### config.mk
export PLATFORM = sky130hd
export DESIGN_NAME = tcp_icmp_header_anomaly_classifier
export DESIGN_NICKNAME = d
export VERILOG_FILES = /design/src/thac_pkg.sv /design/src/thac_classify.sv /design/src/tcp_icmp_header_anomaly_classifier.sv
export SDC_FILE = /design/constraint.sdc
export NUM_CORES = 1
export LEC_CHECK = 0
export ABC_CLOCK_PERIOD_IN_PS = 2200
export BUFFER_PORTS_ARGS = -buffer_cell sky130_fd_sc_hd__buf_2
export CORE_AREA = 2 2 87 89
export DETAILED_ROUTE_END_ITERATION = 8
export DIE_AREA = 0 0 89 91
export GPL_ROUTABILITY_DRIVEN = 0
export PLACE_DENSITY = 0.74
export SYNTH_ARGS = -nofsm -noshare
export SYNTH_HDL_FRONTEND = slang
export SYNTH_SLANG_ARGS = --single-unit
### constraint.sdc
create_clock -name clk -period 2.2 [get_ports clk]
set_clock_uncertainty 0.1 [all_clocks]
set_input_delay 0 -clock clk [delete_from_list [all_inputs] [get_ports clk]]
set_output_delay 0 -clock clk [all_outputs]
set_load 0.02 [all_outputs]
### src/thac_pkg.sv
package thac_pkg;

  // TCP flag bit positions
  localparam int unsigned FlFin = 0;
  localparam int unsigned FlSyn = 1;
  localparam int unsigned FlRst = 2;
  localparam int unsigned FlPsh = 3;
  localparam int unsigned FlAck = 4;

  // Flag masks of the odd-combination rules
  localparam logic [7:0] FLAGS_PSH_ONLY    = 8'h08;
  localparam logic [7:0] MASK_SYN_URG      = 8'd34;
  localparam logic [7:0] MASK_FIN_URG      = 8'd33;
  localparam logic [7:0] MASK_RST_URG      = 8'd36;
  localparam logic [7:0] FLAGS_NONE        = 8'h00;
  localparam logic [7:0] MASK_SYN_FIN      = 8'h03;
  localparam logic [7:0] MASK_RST_FIN      = 8'h05;
  localparam logic [7:0] MASK_RST_SYN      = 8'h06;
  localparam logic [7:0] MASK_FIN_PSH_URG  = 8'd41;
  localparam logic [7:0] MASK_SFPU         = 8'd43;
  localparam logic [7:0] MASK_SYN_ECE_CWR  = 8'd194;

  // Special window values
  localparam logic [15:0] WIN_ACK_PROBE    = 16'd1024;
  localparam logic [15:0] WIN_SYN_NODF     = 16'd31337;
  localparam logic [15:0] WIN_SYN_DF       = 16'd32768;

  localparam logic [15:0] OPEN_PORT_RESET  = 16'd80;

  // ICMP message types
  localparam logic [7:0] ICMP_ECHO_REQUEST = 8'd8;

  // Packet kind
  localparam logic OP_TCP  = 1'b0;
  localparam logic OP_ICMP = 1'b1;

  // Probe codes reported on tcp_probe
  typedef enum logic [3:0] {
    PROBE_NONE         = 4'd0,
    PROBE_PSH_ONLY     = 4'd1,
    PROBE_SYN_URG      = 4'd2,
    PROBE_FIN_URG      = 4'd3,
    PROBE_RST_URG      = 4'd4,
    PROBE_NULL         = 4'd5,
    PROBE_SYN_FIN      = 4'd6,
    PROBE_RST_FIN      = 4'd7,
    PROBE_RST_SYN      = 4'd8,
    PROBE_ACK_WIN      = 4'd9,
    PROBE_SYN_NODF     = 4'd10,
    PROBE_SYN_DF       = 4'd11,
    PROBE_FIN_PSH_URG  = 4'd12,
    PROBE_SFPU         = 4'd13,
    PROBE_SYN_ECE_CWR  = 4'd14
  } probe_t;

  typedef struct packed {
    logic        op;
    logic [7:0]  flag_byte;
    logic        dont_fragment;
    logic [15:0] window_size;
    logic [15:0] dest_port;
    logic [7:0]  icmp_kind;
    logic [7:0]  icmp_subcode;
  } hdr_t;

  typedef struct packed {
    probe_t tcp_probe;
    logic   echo_bad_code;
    logic   reserved_type;
  } result_t;

endpackage

### src/thac_classify.sv
module thac_classify import thac_pkg::*; (
  input  hdr_t        hdr,
  input  logic [15:0] open_port,
  output result_t     res
);

  logic   closed;
  logic   df;
  probe_t probe;
  logic [7:0] f;

  assign f      = hdr.flag_byte;
  assign df     = hdr.dont_fragment;
  assign closed = hdr.dest_port != open_port;

  // first matching rule wins
  always_comb begin
    if (f == FLAGS_PSH_ONLY) begin
      probe = PROBE_PSH_ONLY;
    end else if ((f & MASK_SYN_URG) == MASK_SYN_URG) begin
      probe = PROBE_SYN_URG;
    end else if ((f & MASK_FIN_URG) == MASK_FIN_URG) begin
      probe = PROBE_FIN_URG;
    end else if ((f & MASK_RST_URG) == MASK_RST_URG) begin
      probe = PROBE_RST_URG;
    end else if (f == FLAGS_NONE) begin
      probe = PROBE_NULL;
    end else if ((f & MASK_SYN_FIN) == MASK_SYN_FIN) begin
      probe = PROBE_SYN_FIN;
    end else if ((f & MASK_RST_FIN) == MASK_RST_FIN) begin
      probe = PROBE_RST_FIN;
    end else if ((f & MASK_RST_SYN) == MASK_RST_SYN) begin
      probe = PROBE_RST_SYN;
    end else if (f[FlAck] && df && hdr.window_size == WIN_ACK_PROBE) begin
      probe = PROBE_ACK_WIN;
    end else if (f[FlSyn] && !df && hdr.window_size == WIN_SYN_NODF && closed) begin
      probe = PROBE_SYN_NODF;
    end else if (f[FlSyn] && df && hdr.window_size == WIN_SYN_DF && closed) begin
      probe = PROBE_SYN_DF;
    end else if ((f & MASK_FIN_PSH_URG) == MASK_FIN_PSH_URG) begin
      probe = PROBE_FIN_PSH_URG;
    end else if ((f & MASK_SFPU) == MASK_SFPU) begin
      probe = PROBE_SFPU;
    end else if ((f & MASK_SYN_ECE_CWR) == MASK_SYN_ECE_CWR) begin
      probe = PROBE_SYN_ECE_CWR;
    end else begin
      probe = PROBE_NONE;
    end
  end

  always_comb begin
    res = '0;
    if (hdr.op == OP_TCP) begin
      res.tcp_probe = probe;
    end else begin
      res.echo_bad_code = (hdr.icmp_kind == ICMP_ECHO_REQUEST) && (hdr.icmp_subcode != 8'd0);
      res.reserved_type = hdr.icmp_kind inside {8'd1, 8'd2, 8'd7, [8'd19:8'd29], [8'd42:8'd255]};
    end
  end

endmodule

### src/tcp_icmp_header_anomaly_classifier.sv
// Classifies one packet header per beat. A TCP segment gets the number of the
// first matching fingerprint-probe rule on tcp_probe (0 when none matches;
// rule 13 is always shadowed by rule 12); an ICMP message gets two flags,
// echo_bad_code and reserved_type, and tcp_probe reads 0. A header beat is
// captured in an input register, classified by a shallow priority match and
// held in a result register, so the block takes one beat every cycle while
// results are taken. in_ready follows out_ready within the same cycle, so
// both registers keep moving as long as results are taken. open_port resets
// to 80 and is written through cfg_we/cfg_wdata; the user must write it
// only while no beat is in flight, and the block does not enforce this.
module tcp_icmp_header_anomaly_classifier import thac_pkg::*; (
  input  logic        clk,
  input  logic        rst_n,
  // configuration
  input  logic        cfg_we,
  input  logic [15:0] cfg_wdata,
  // header channel
  input  logic        in_valid,
  output logic        in_ready,
  input  logic        in_op,
  input  logic [7:0]  in_flag_byte,
  input  logic        in_dont_fragment,
  input  logic [15:0] in_window_size,
  input  logic [15:0] in_dest_port,
  input  logic [7:0]  in_icmp_kind,
  input  logic [7:0]  in_icmp_subcode,
  // result channel
  output logic        out_valid,
  input  logic        out_ready,
  output logic [3:0]  out_tcp_probe,
  output logic        out_echo_bad_code,
  output logic        out_reserved_type
);

  logic [15:0] open_port_q_r;
  logic        s1_valid_r;
  logic        s1_valid_nxt;
  hdr_t        s1_hdr_r;
  logic        out_valid_r;
  logic        out_valid_nxt;
  result_t     out_res_r;
  result_t     res;
  logic        s1_adv;

  // Advance the input register into the result register when the result
  // slot is empty or its beat is being taken.
  assign s1_adv   = !out_valid_r || out_ready;
  assign in_ready = !s1_valid_r || s1_adv;

  assign s1_valid_nxt  = in_ready ? in_valid : s1_valid_r;
  assign out_valid_nxt = s1_adv ? s1_valid_r : out_valid_r;

  thac_classify u_classify (
    .hdr       (s1_hdr_r),
    .open_port (open_port_q_r),
    .res       (res)
  );

  // Control state and the configuration register
  always_ff @(posedge clk) begin
    if (!rst_n) begin
      s1_valid_r    <= 1'b0;
      out_valid_r   <= 1'b0;
      open_port_q_r <= OPEN_PORT_RESET;
    end else begin
      s1_valid_r  <= s1_valid_nxt;
      out_valid_r <= out_valid_nxt;
      if (cfg_we) begin
        open_port_q_r <= cfg_wdata;
      end
    end
  end

  // Payload registers: capture a header beat, hold a stalled result
  always_ff @(posedge clk) begin
    if (in_valid && in_ready) begin
      s1_hdr_r.op            <= in_op;
      s1_hdr_r.flag_byte     <= in_flag_byte;
      s1_hdr_r.dont_fragment <= in_dont_fragment;
      s1_hdr_r.window_size   <= in_window_size;
      s1_hdr_r.dest_port     <= in_dest_port;
      s1_hdr_r.icmp_kind     <= in_icmp_kind;
      s1_hdr_r.icmp_subcode  <= in_icmp_subcode;
    end
    if (s1_adv && s1_valid_r) begin
      out_res_r <= res;
    end
  end

  assign out_valid         = out_valid_r;
  assign out_tcp_probe     = out_res_r.tcp_probe;
  assign out_echo_bad_code = out_res_r.echo_bad_code;
  assign out_reserved_type = out_res_r.reserved_type;

endmodule

==> flow_summary.html, run 1 <==
<table>
<tr><th>Metric</th><th>Value</th></tr>
<tr><th colspan="2">Power and ir drop</th></tr>
<tr><td>Maximum resistive drop on vdd</td><td>0.0004724 V</td></tr>
<tr><td>Power density cells</td><td>628.9 mW/mm^2</td></tr>
<tr><td>Sw power</td><td>0.7064 mW</td></tr>
<tr><td>Internal power of the cells</td><td>2.406 mW</td></tr>
<tr><td>Leakage power total</td><td>1.943 nW</td></tr>
<tr><td>Portion of total power attributed to sequential cells</td><td>58.6%</td></tr>
<tr><td>Total power</td><td>3.112 mW</td></tr>
<tr><td>Fraction of power spent switching nets</td><td>22.70%</td></tr>
<tr><td>Clock group share of total power</td><td>29.0%</td></tr>
<tr><td>Combinational power share</td><td>12.4%</td></tr>
<tr><th colspan="2">Synth</th></tr>
<tr><td>Most numerous cell in the Yosys netlist</td><td>edfxtp_1</td></tr>
<tr><td>Mean Syn Cell Area</td><td>14.74 sq um</td></tr>
<tr><td>Synth top area cells</td><td>edfxtp_1, dfxtp_1, mux2i_1</td></tr>
<tr><td>Sequential share of the synthesized area</td><td>69.72%</td></tr>
<tr><td>Synthesized Nets</td><td>301</td></tr>
<tr><td>Fraction of post-synthesis cell area in the top cell type by area</td><td>58.72%</td></tr>
<tr><td>Post-Syn Instances</td><td>222</td></tr>
<tr><td>Number of flip-flops and latches in the synthesized netlist</td><td>82</td></tr>
<tr><td>Unique cell type count in the Yosys netlist</td><td>38</td></tr>
<tr><td>Area of the mapped netlist</td><td>0.003273 sq mm</td></tr>
<tr><td>EDFF count, synth</td><td>64</td></tr>
<tr><td>Largest area contributor in the netlist</td><td>edfxtp_1</td></tr>
<tr><td>Top flip-flop cell by instance count after synthesis</td><td>edfxtp_1</td></tr>
<tr><td>Ys Warns</td><td>0</td></tr>
<tr><td>Fraction of registers with async set or reset after synthesis</td><td>0%</td></tr>
<tr><td>Most instantiated cells after synthesis</td><td>edfxtp_1, nor2b_1, dfxtp_1</td></tr>
<tr><th colspan="2">STA</th></tr>
<tr><td>Final-report hold violation count</td><td>0</td></tr>
<tr><td>Number of setup violations in the final report</td><td>0</td></tr>
<tr><td>Max-slew violation count</td><td>0</td></tr>
<tr><td>Maximum clock frequency</td><td>482.5 MHz</td></tr>
<tr><td>Max-slew headroom</td><td>66.09%</td></tr>
<tr><td>RSZ-0062 raised after global routing</td><td>no</td></tr>
<tr><td>Post-route minimum period</td><td>2.073 ns</td></tr>
<tr><td>Worst-margin pin slew</td><td>0.5087 ns</td></tr>
<tr><td>Post-route clock period utilization</td><td>94.21%</td></tr>
<tr><td>Setup tns final</td><td>0 ns</td></tr>
<tr><td>Final critical-path setup slack</td><td>0.1274 ns</td></tr>
<tr><th colspan="2">Route</th></tr>
<tr><td>1st-iter DRT viols</td><td>132</td></tr>
<tr><td>Routed vias</td><td>2537</td></tr>
<tr><td>Routed vias/inst</td><td>4.917</td></tr>
<tr><td>Residual DRC count</td><td>0</td></tr>
<tr><td>Routed WL</td><td>7911 microns</td></tr>
<tr><td>Number of detailed-route iterations in the first pass</td><td>4</td></tr>
<tr><td>Antenna violation net count after detailed routing</td><td>0</td></tr>
<tr><td>Average routed wire per standard cell</td><td>15.33 microns</td></tr>
<tr><th colspan="2">Global route</th></tr>
<tr><td>Via count of the first global-routing pass</td><td>2752</td></tr>
<tr><td>Antenna violations before repair</td><td>1</td></tr>
<tr><td>Gr usage total</td><td>21.23%</td></tr>
<tr><td>Largest net degree at the start of global routing</td><td>39</td></tr>
<tr><td>GRT overflow</td><td>0</td></tr>
<tr><td>Global-route wire length before repair</td><td>12710 microns</td></tr>
<tr><th colspan="2">Place</th></tr>
<tr><td>Total of buffers placed on input and output ports</td><td>86</td></tr>
<tr><td>Post-DP HPWL</td><td>4332 microns</td></tr>
<tr><td>Total instance count after detailed placement</td><td>404</td></tr>
<tr><td>Placement Setup Slack</td><td>0.1241 ns</td></tr>
<tr><th colspan="2">Clocking</th></tr>
<tr><td>CTS Root Buffer Type</td><td>clkbuf_8</td></tr>
<tr><td>Clock latency reported for the late side of the worst-skew pair</td><td>0.34 ns</td></tr>
<tr><td>TritonCTS Sinks</td><td>82</td></tr>
<tr><td>Number of buffers on the longest clock path</td><td>2</td></tr>
<tr><td>Number of clock buffers inserted by TritonCTS</td><td>9</td></tr>
<tr><td>Post-CTS clock slew at the launch and capture registers of the worst setup and hold paths</td><td>0.08 ns</td></tr>
<tr><td>TritonCTS clock tree</td><td>yes</td></tr>
<tr><td>CTS HTree Levels</td><td>3</td></tr>
<tr><th colspan="2">Finish</th></tr>
<tr><td>Proportion of layout cells with a drive suffix above 1</td><td>26.68%</td></tr>
<tr><td>Footprint of the flip-flops and latches</td><td>0.002282 sq mm</td></tr>
<tr><td>NumNets Final</td><td>490</td></tr>
<tr><td>Area used by multi-input combinational logic</td><td>963.4 sq um</td></tr>
<tr><td>Area added between synthesis and finish</td><td>51.19%</td></tr>
<tr><td>Number of non-filler instances in the completed layout</td><td>516</td></tr>
<tr><td>Number of fill cells in the layout</td><td>508</td></tr>
<tr><th colspan="2">Die</th></tr>
<tr><td>Core region area</td><td>0.007137 sq mm</td></tr>
<tr><td>Die Y-Extent</td><td>91 microns</td></tr>
<tr><td>Full die area</td><td>0.008099 sq mm</td></tr>
<tr><td>Width of the die</td><td>89 microns</td></tr>
<tr><td>Ports placed on the boundary</td><td>87</td></tr>
<tr><td>Number of core rows</td><td>31</td></tr>
<tr><td>Starting utilization of the core area</td><td>45.86%</td></tr>
<tr><th colspan="2">Critical path</th></tr>
<tr><td>FF-to-FF Start</td><td>s1_hdr_r[33]</td></tr>
<tr><td>Endpoint type of the worst setup path</td><td>flip-flop</td></tr>
<tr><td>Setup CP Type</td><td>flip-flop to flip-flop</td></tr>
<tr><td>RR Endpoint</td><td>out_tcp_probe[2]</td></tr>
<tr><td>Largest fanout on the critical path</td><td>3</td></tr>
<tr><td>Critical Path RT</td><td>2.20 ns</td></tr>
<tr><td>Critical path launch point type</td><td>flip-flop</td></tr>
<tr><td>Worst Reg2Reg Path Length in Cells</td><td>5</td></tr>
<tr><td>Reg-to-reg slack, setup</td><td>0.13 ns</td></tr>
<tr><td>Arrival time worst endpoint</td><td>2.07 ns</td></tr>
<tr><th colspan="2">Status</th></tr>
<tr><td>Status</td><td>complete, no violations</td></tr>
<tr><th colspan="2">Worst hold path</th></tr>
<tr><td>Type of the most critical hold path</td><td>input port to flip-flop</td></tr>
<tr><td>Hold path endpoint</td><td>s1_hdr_r[56]</td></tr>
<tr><td>Beginning of the worst hold path</td><td>in_flag_byte[7]</td></tr>
<tr><td>Cell depth of the worst min-delay path</td><td>2</td></tr>
<tr><th colspan="2">Run</th></tr>
<tr><td>Number of maximum-capacitance violations</td><td>0</td></tr>
</table>
==> stage by stage <==
| stage | hold WS, ns | instance area (sq um) | util, % |
|---|---|---|---|
| floorplan | -0.001131 | 3274 | - |
| global placement | 0.07667 | 3834 | 53.72 |
| detailed placement | 0.07810 | 3834 | 53.72 |
| CTS | 0.2424 | 4937 | 69.18 |
| global route | 0.2458 | 4949 | 69.34 |
| finish | 0.2579 | 4949 | 69.34 |
==> worst max-delay path, stage by stage (launching register included) <==
cell and delay (ns):
edfxtp_1 0.36, or4_4 0.57, nor4b_4 0.25, o21ai_1 0.11
or2_4 0.25, a22o_1 0.19
==> power by group through the flow <==
stage	sequential, mW	clock, mW	combinational, mW
after floorplan	1.85	0	0.136
after global placement	1.85	0	0.240
after detailed placement	1.86	0	0.245
after CTS	1.82	0.905	0.378
after global routing	1.83	0.982	0.423
final	1.82	0.902	0.386
==> state kept, by name (all words and copies together), names as in the netlist <==
register / flops
s1_valid_r: 1
out_tcp_probe: 4
s1_hdr_r: 58
open_port_q_r: 16
out_reserved_type: 1
out_echo_bad_code: 1
out_valid: 1
==> logic make-up after synthesis <==
| family | after synthesis | synth area share (%) |
|---|---|---|
| AOI/OAI and AO/OA | 25 | 4.893 |
| and+or+nand+nor | 75 | 14.79 |
| buffers and inverters | 7 | 1.147 |
| xor gates and xnor gates | 17 | 4.549 |
| DFF | 82 | 69.72 |
| muxes | 16 | 4.893 |
==> routing by layer <==
| layer | global-route usage, % | vias to the layer above | share of wire (%) |
|---|---|---|---|
| li1 | - | 1216 | - |
| met1 | 22.01 | 1207 | 36 |
| met2 | 37.81 | 90 | 56 |
| met3 | 6.545 | 24 | 4.3 |
| met4 | 10.32 | 0 | 3.8 |
| met5 | 0 | - | 0 |
==> timing repair <==
action                                  CTS  global route
endpoints found under the setup margin    0             3
hold buffers                             95             0
hold endpoints to repair                 76             0
resized for setup                         0             2
buffers inserted                          0             0
==> layout by cell type, fill, tap and decap left out, types with 6 or more instances in the layout <==
| cell | synthesis | layout |
|---|---|---|
| dlygate4sd3_1 | 0 | 95 |
| buf_2 | 3 | 86 |
| edfxtp_1 | 64 | 64 |
| nor2b_1 | 21 | 20 |
| dfxtp_1 | 18 | 18 |
| mux2i_1 | 16 | 16 |
| xnor2_1 | 16 | 16 |
| nand2_1 | 11 | 11 |
| clkbuf_8 | 0 | 9 |
| a21oi_1 | 7 | 7 |
| o21ai_0 | 7 | 7 |
| nand4_1 | 7 | 7 |
| nor4_1 | 6 | 6 |
==> layout make-up <==
class | count | area share, %
clock buffer | 11 | 2.655
sequential | 82 | 46.12
antenna | 1 | 0.05057
tap | 99 | 2.503
timing repair buffer | 185 | 28.77
multi-input combinational | 133 | 19.47
clock inverter | 5 | 0.4298
==> worst max-delay path by stage <==
stage	startpoint	end	slack, ns	depth (start not counted)
6_report	s1_hdr_r[33]	out_tcp_probe[2]	0.13	5
5_1_grt	s1_hdr_r[33]	out_tcp_probe[2]	0.05	5
4_1_cts	out_valid	s1_valid_r	0.09	5
3_5_place_dp	s1_hdr_r[35]	out_tcp_probe[2]	0.12	5
3_3_place_gp	s1_hdr_r[33]	out_tcp_probe[2]	0.19	5
2_1_floorplan	out_valid	s1_hdr_r[0]	0.16	3
Power figures use the tool's default switching activity.
==> run 2: changes to the inputs <==
--- a/config.mk
+++ b/config.mk
@@ -11,7 +11,8 @@
 export DETAILED_ROUTE_END_ITERATION = 8
 export DIE_AREA = 0 0 89 91
 export GPL_ROUTABILITY_DRIVEN = 0
-export PLACE_DENSITY = 0.74
+export HOLD_SLACK_MARGIN = 0.03
+export PLACE_DENSITY = 0.83
 export SYNTH_ARGS = -nofsm -noshare
 export SYNTH_HDL_FRONTEND = slang
 export SYNTH_SLANG_ARGS = --single-unit
==> run 2 against run 1 <==
  * Non-clock buffer count up 2
  * Final cell count up 0.19%
  * Register-to-register slack about the same
  * Global-route usage down 1.6 points
  * Worst setup slack worse by 0.014 ns
  * Sequential cell count unchanged
  * Clock-buffer cell count down 2
  * Clock power up 21%
  * Critical path type unchanged
  * Utilization up 0.74 points
  * Combinational power about the same
  * Worst hold slack worse by 0.0042 ns
  * Critical endpoint is now s1_valid_r
  * Via count down 2.9%
==> flow_summary.html, run 2 (synthesis gave the netlist of run 1 again) <==
<table>
<tr><th>Metric</th><th>Value</th></tr>
<tr><th colspan="2">Die</th></tr>
<tr><td>Number of core rows</td><td>31 (unchanged)</td></tr>
<tr><td>Starting utilization of the core area</td><td>45.86% (unchanged)</td></tr>
<tr><td>Ports placed on the boundary</td><td>87 (unchanged)</td></tr>
<tr><td>Core region area</td><td>0.007137 sq mm (unchanged)</td></tr>
<tr><td>Width of the die</td><td>89 microns (unchanged)</td></tr>
<tr><td>Full die area</td><td>0.008099 sq mm (unchanged)</td></tr>
<tr><td>Die Y-Extent</td><td>91 microns (unchanged)</td></tr>
<tr><th colspan="2">Place</th></tr>
<tr><td>Total of buffers placed on input and output ports</td><td>86 (unchanged)</td></tr>
<tr><td>Post-DP HPWL</td><td>4295 microns (-0.85%)</td></tr>
<tr><td>Placement Setup Slack</td><td>0.1530 ns (+0.02887 ns)</td></tr>
<tr><td>Total instance count after detailed placement</td><td>406 (+0.50%)</td></tr>
<tr><th colspan="2">Global route</th></tr>
<tr><td>Via count of the first global-routing pass</td><td>2644 (-3.9%)</td></tr>
<tr><td>Antenna violations before repair</td><td>0 (-1)</td></tr>
<tr><td>Largest net degree at the start of global routing</td><td>35 (-10%)</td></tr>
<tr><td>Gr usage total</td><td>19.65% (-1.6 points)</td></tr>
<tr><td>GRT overflow</td><td>0 (unchanged)</td></tr>
<tr><td>Global-route wire length before repair</td><td>11920 microns (-6.2%)</td></tr>
<tr><th colspan="2">Finish</th></tr>
<tr><td>Proportion of layout cells with a drive suffix above 1</td><td>27.75% (+1.1 points)</td></tr>
<tr><td>Register with the most flip-flops</td><td>s1_hdr_r</td></tr>
<tr><td>Most frequent cells in the layout</td><td>dlygate4sd3_1, buf_2, edfxtp_1</td></tr>
<tr><td>Number of non-filler instances in the completed layout</td><td>517 (+0.19%)</td></tr>
<tr><td>NumNets Final</td><td>492 (+0.41%)</td></tr>
<tr><td>ANT cells</td><td>0 (-1)</td></tr>
<tr><td>Most common cell after layout, fill and taps aside</td><td>dlygate4sd3_1</td></tr>
<tr><td>Number of flip-flops in the largest register</td><td>58 (unchanged)</td></tr>
<tr><td>Post-route core utilization</td><td>70.07% (+0.74 points)</td></tr>
<tr><td>Area added between synthesis and finish</td><td>52.79%</td></tr>
<tr><th colspan="2">Worst hold path</th></tr>
<tr><td>Type of the most critical hold path</td><td>input port to flip-flop</td></tr>
<tr><td>Beginning of the worst hold path</td><td>in_window_size[11]</td></tr>
<tr><th colspan="2">Clocking</th></tr>
<tr><td>Resize count post-CTS</td><td>0 (unchanged)</td></tr>
<tr><td>TritonCTS clock tree</td><td>yes</td></tr>
<tr><td>Post-CTS clock slew at the launch and capture registers of the worst setup and hold paths</td><td>0.09 ns (about the same)</td></tr>
<tr><td>Setup fix buffers added after clock tree synthesis</td><td>0 (unchanged)</td></tr>
<tr><td>CTS HTree Levels</td><td>3 (unchanged)</td></tr>
<tr><td>TritonCTS Sinks</td><td>82 (unchanged)</td></tr>
<tr><td>Number of buffers on the longest clock path</td><td>2 (unchanged)</td></tr>
<tr><td>Number of clock buffers inserted by TritonCTS</td><td>9 (unchanged)</td></tr>
<tr><td>CTS Root Buffer Type</td><td>clkbuf_8</td></tr>
<tr><td>Clock latency reported for the late side of the worst-skew pair</td><td>0.35 ns (about the same)</td></tr>
<tr><th colspan="2">Route</th></tr>
<tr><td>Met3 wire len</td><td>397 microns (+17%)</td></tr>
<tr><td>Routed vias</td><td>2464 (-2.9%)</td></tr>
<tr><td>Antenna violation net count after detailed routing</td><td>0 (unchanged)</td></tr>
<tr><td>Average routed wire per standard cell</td><td>14.54 microns (-5.1%)</td></tr>
<tr><td>Metal2 WL</td><td>3955 microns (-11%)</td></tr>
<tr><td>Top layer in use</td><td>met4</td></tr>
<tr><td>Residual DRC count</td><td>0 (unchanged)</td></tr>
<tr><td>Met1 layer wirelength in the final routing</td><td>3063 microns (+8.0%)</td></tr>
<tr><td>Routed WL</td><td>7519 microns (-5.0%)</td></tr>
<tr><td>Routed vias/inst</td><td>4.766 (-3.1%)</td></tr>
<tr><td>Number of detailed-route iterations in the first pass</td><td>4 (unchanged)</td></tr>
<tr><td>1st-iter DRT viols</td><td>133 (+0.76%)</td></tr>
<tr><th colspan="2">STA</th></tr>
<tr><td>Hold WS</td><td>0.2537 ns (-0.004170 ns)</td></tr>
<tr><td>Post-route clock period utilization</td><td>94.82% (+0.62 points)</td></tr>
<tr><td>Number of setup violations in the final report</td><td>0 (unchanged)</td></tr>
<tr><td>Max-slew headroom</td><td>63.08% (-3.0 points)</td></tr>
<tr><td>Worst-margin pin slew</td><td>0.5527 ns (+0.04406 ns)</td></tr>
<tr><td>RSZ-0062 raised after global routing</td><td>no</td></tr>
<tr><td>Maximum clock frequency</td><td>479.4 MHz (-0.65%)</td></tr>
<tr><td>Max-slew violation count</td><td>0 (unchanged)</td></tr>
<tr><td>Final-report hold violation count</td><td>0 (unchanged)</td></tr>
<tr><td>Post-route minimum period</td><td>2.086 ns (+0.01354 ns)</td></tr>
<tr><td>Setup tns final</td><td>0 ns (unchanged)</td></tr>
<tr><td>Final critical-path setup slack</td><td>0.1139 ns (-0.01354 ns)</td></tr>
<tr><th colspan="2">Critical path</th></tr>
<tr><td>Endpoint type of the worst setup path</td><td>flip-flop</td></tr>
<tr><td>Setup CP Type</td><td>flip-flop to flip-flop</td></tr>
<tr><td>Arrival time worst endpoint</td><td>2.27 ns (+0.20 ns)</td></tr>
<tr><td>Largest fanout on the critical path</td><td>4 (+1)</td></tr>
<tr><td>Critical Path RT</td><td>2.38 ns (+0.18 ns)</td></tr>
<tr><td>Reg-to-reg slack, setup</td><td>0.11 ns (about the same)</td></tr>
<tr><td>First element of the critical path</td><td>out_valid</td></tr>
<tr><td>FF-to-FF Start</td><td>out_valid</td></tr>
<tr><td>Critical path launch point type</td><td>flip-flop</td></tr>
<tr><th colspan="2">Power and ir drop</th></tr>
<tr><td>Leakage power total</td><td>1.972 nW (+1.5%)</td></tr>
<tr><td>Maximum resistive drop on vdd</td><td>0.0004145 V (-12%)</td></tr>
<tr><td>Power density cells</td><td>659.2 mW/mm^2 (+4.8%)</td></tr>
<tr><th colspan="2">Run</th></tr>
<tr><td>Number of maximum-capacitance violations</td><td>0 (unchanged)</td></tr>
<tr><th colspan="2">Status</th></tr>
<tr><td>Status</td><td>complete, no violations</td></tr>
</table>
[run 2: layout make-up]
type | instances | area (sq um)
multi-input cells | 133 | 954.7
flip-flops and latches | 82 | 2282
clock buffers | 9 | 123.9
well taps | 99 | 123.9
repair buffers | 187 | 1439
clock inverters | 7 | 77.57
fillers | 514 | 2136
[run 2: final timing paths]
path	end	cells after the start
worst max-delay path	s1_valid_r	5
worst min-delay path	s1_hdr_r[43]	2
worst max register to register	s1_valid_r	5
worst min register to register	out_echo_bad_code	2
[run 2: critical path, stage by stage (launching register included)]
cell,delay [ns]
dfxtp_1,0.32
nor2b_1,0.28
a21oi_1,0.11
dlygate4sd3_1,0.56
nor2b_1,0.11
dlygate4sd3_1,0.55
[run 2: report_power, final]
| group | switching [mW] | internal, mW |
|---|---|---|
| clock network | 0.555 | 0.532 |
| logic | 0.145 | 0.243 |
| registers | 0.0546 | 1.77 |
[run 2: per-layer routing]
| metal | up-vias | global-route usage, % |
|---|---|---|
| li1 | 1222 | - |
| met4 | 0 | 6.965 |
| met3 | 10 | 4.545 |
| met5 | - | 0 |
| met2 | 82 | 34.45 |
| met1 | 1150 | 23.16 |
[run 2: through the flow]
stage	cell area [sq um]	total power [mW]
floorplan	3274	1.984
detailed placement	3849	2.103
global placement	3849	2.091
finish	5001	3.296
CTS	5001	3.305
global route	5001	3.423
[run 2: timing repair]
item                                   CTS  global route
setup endpoints to repair                0             0
endpoints found under the hold margin   76             0
hold buffers                            95             0
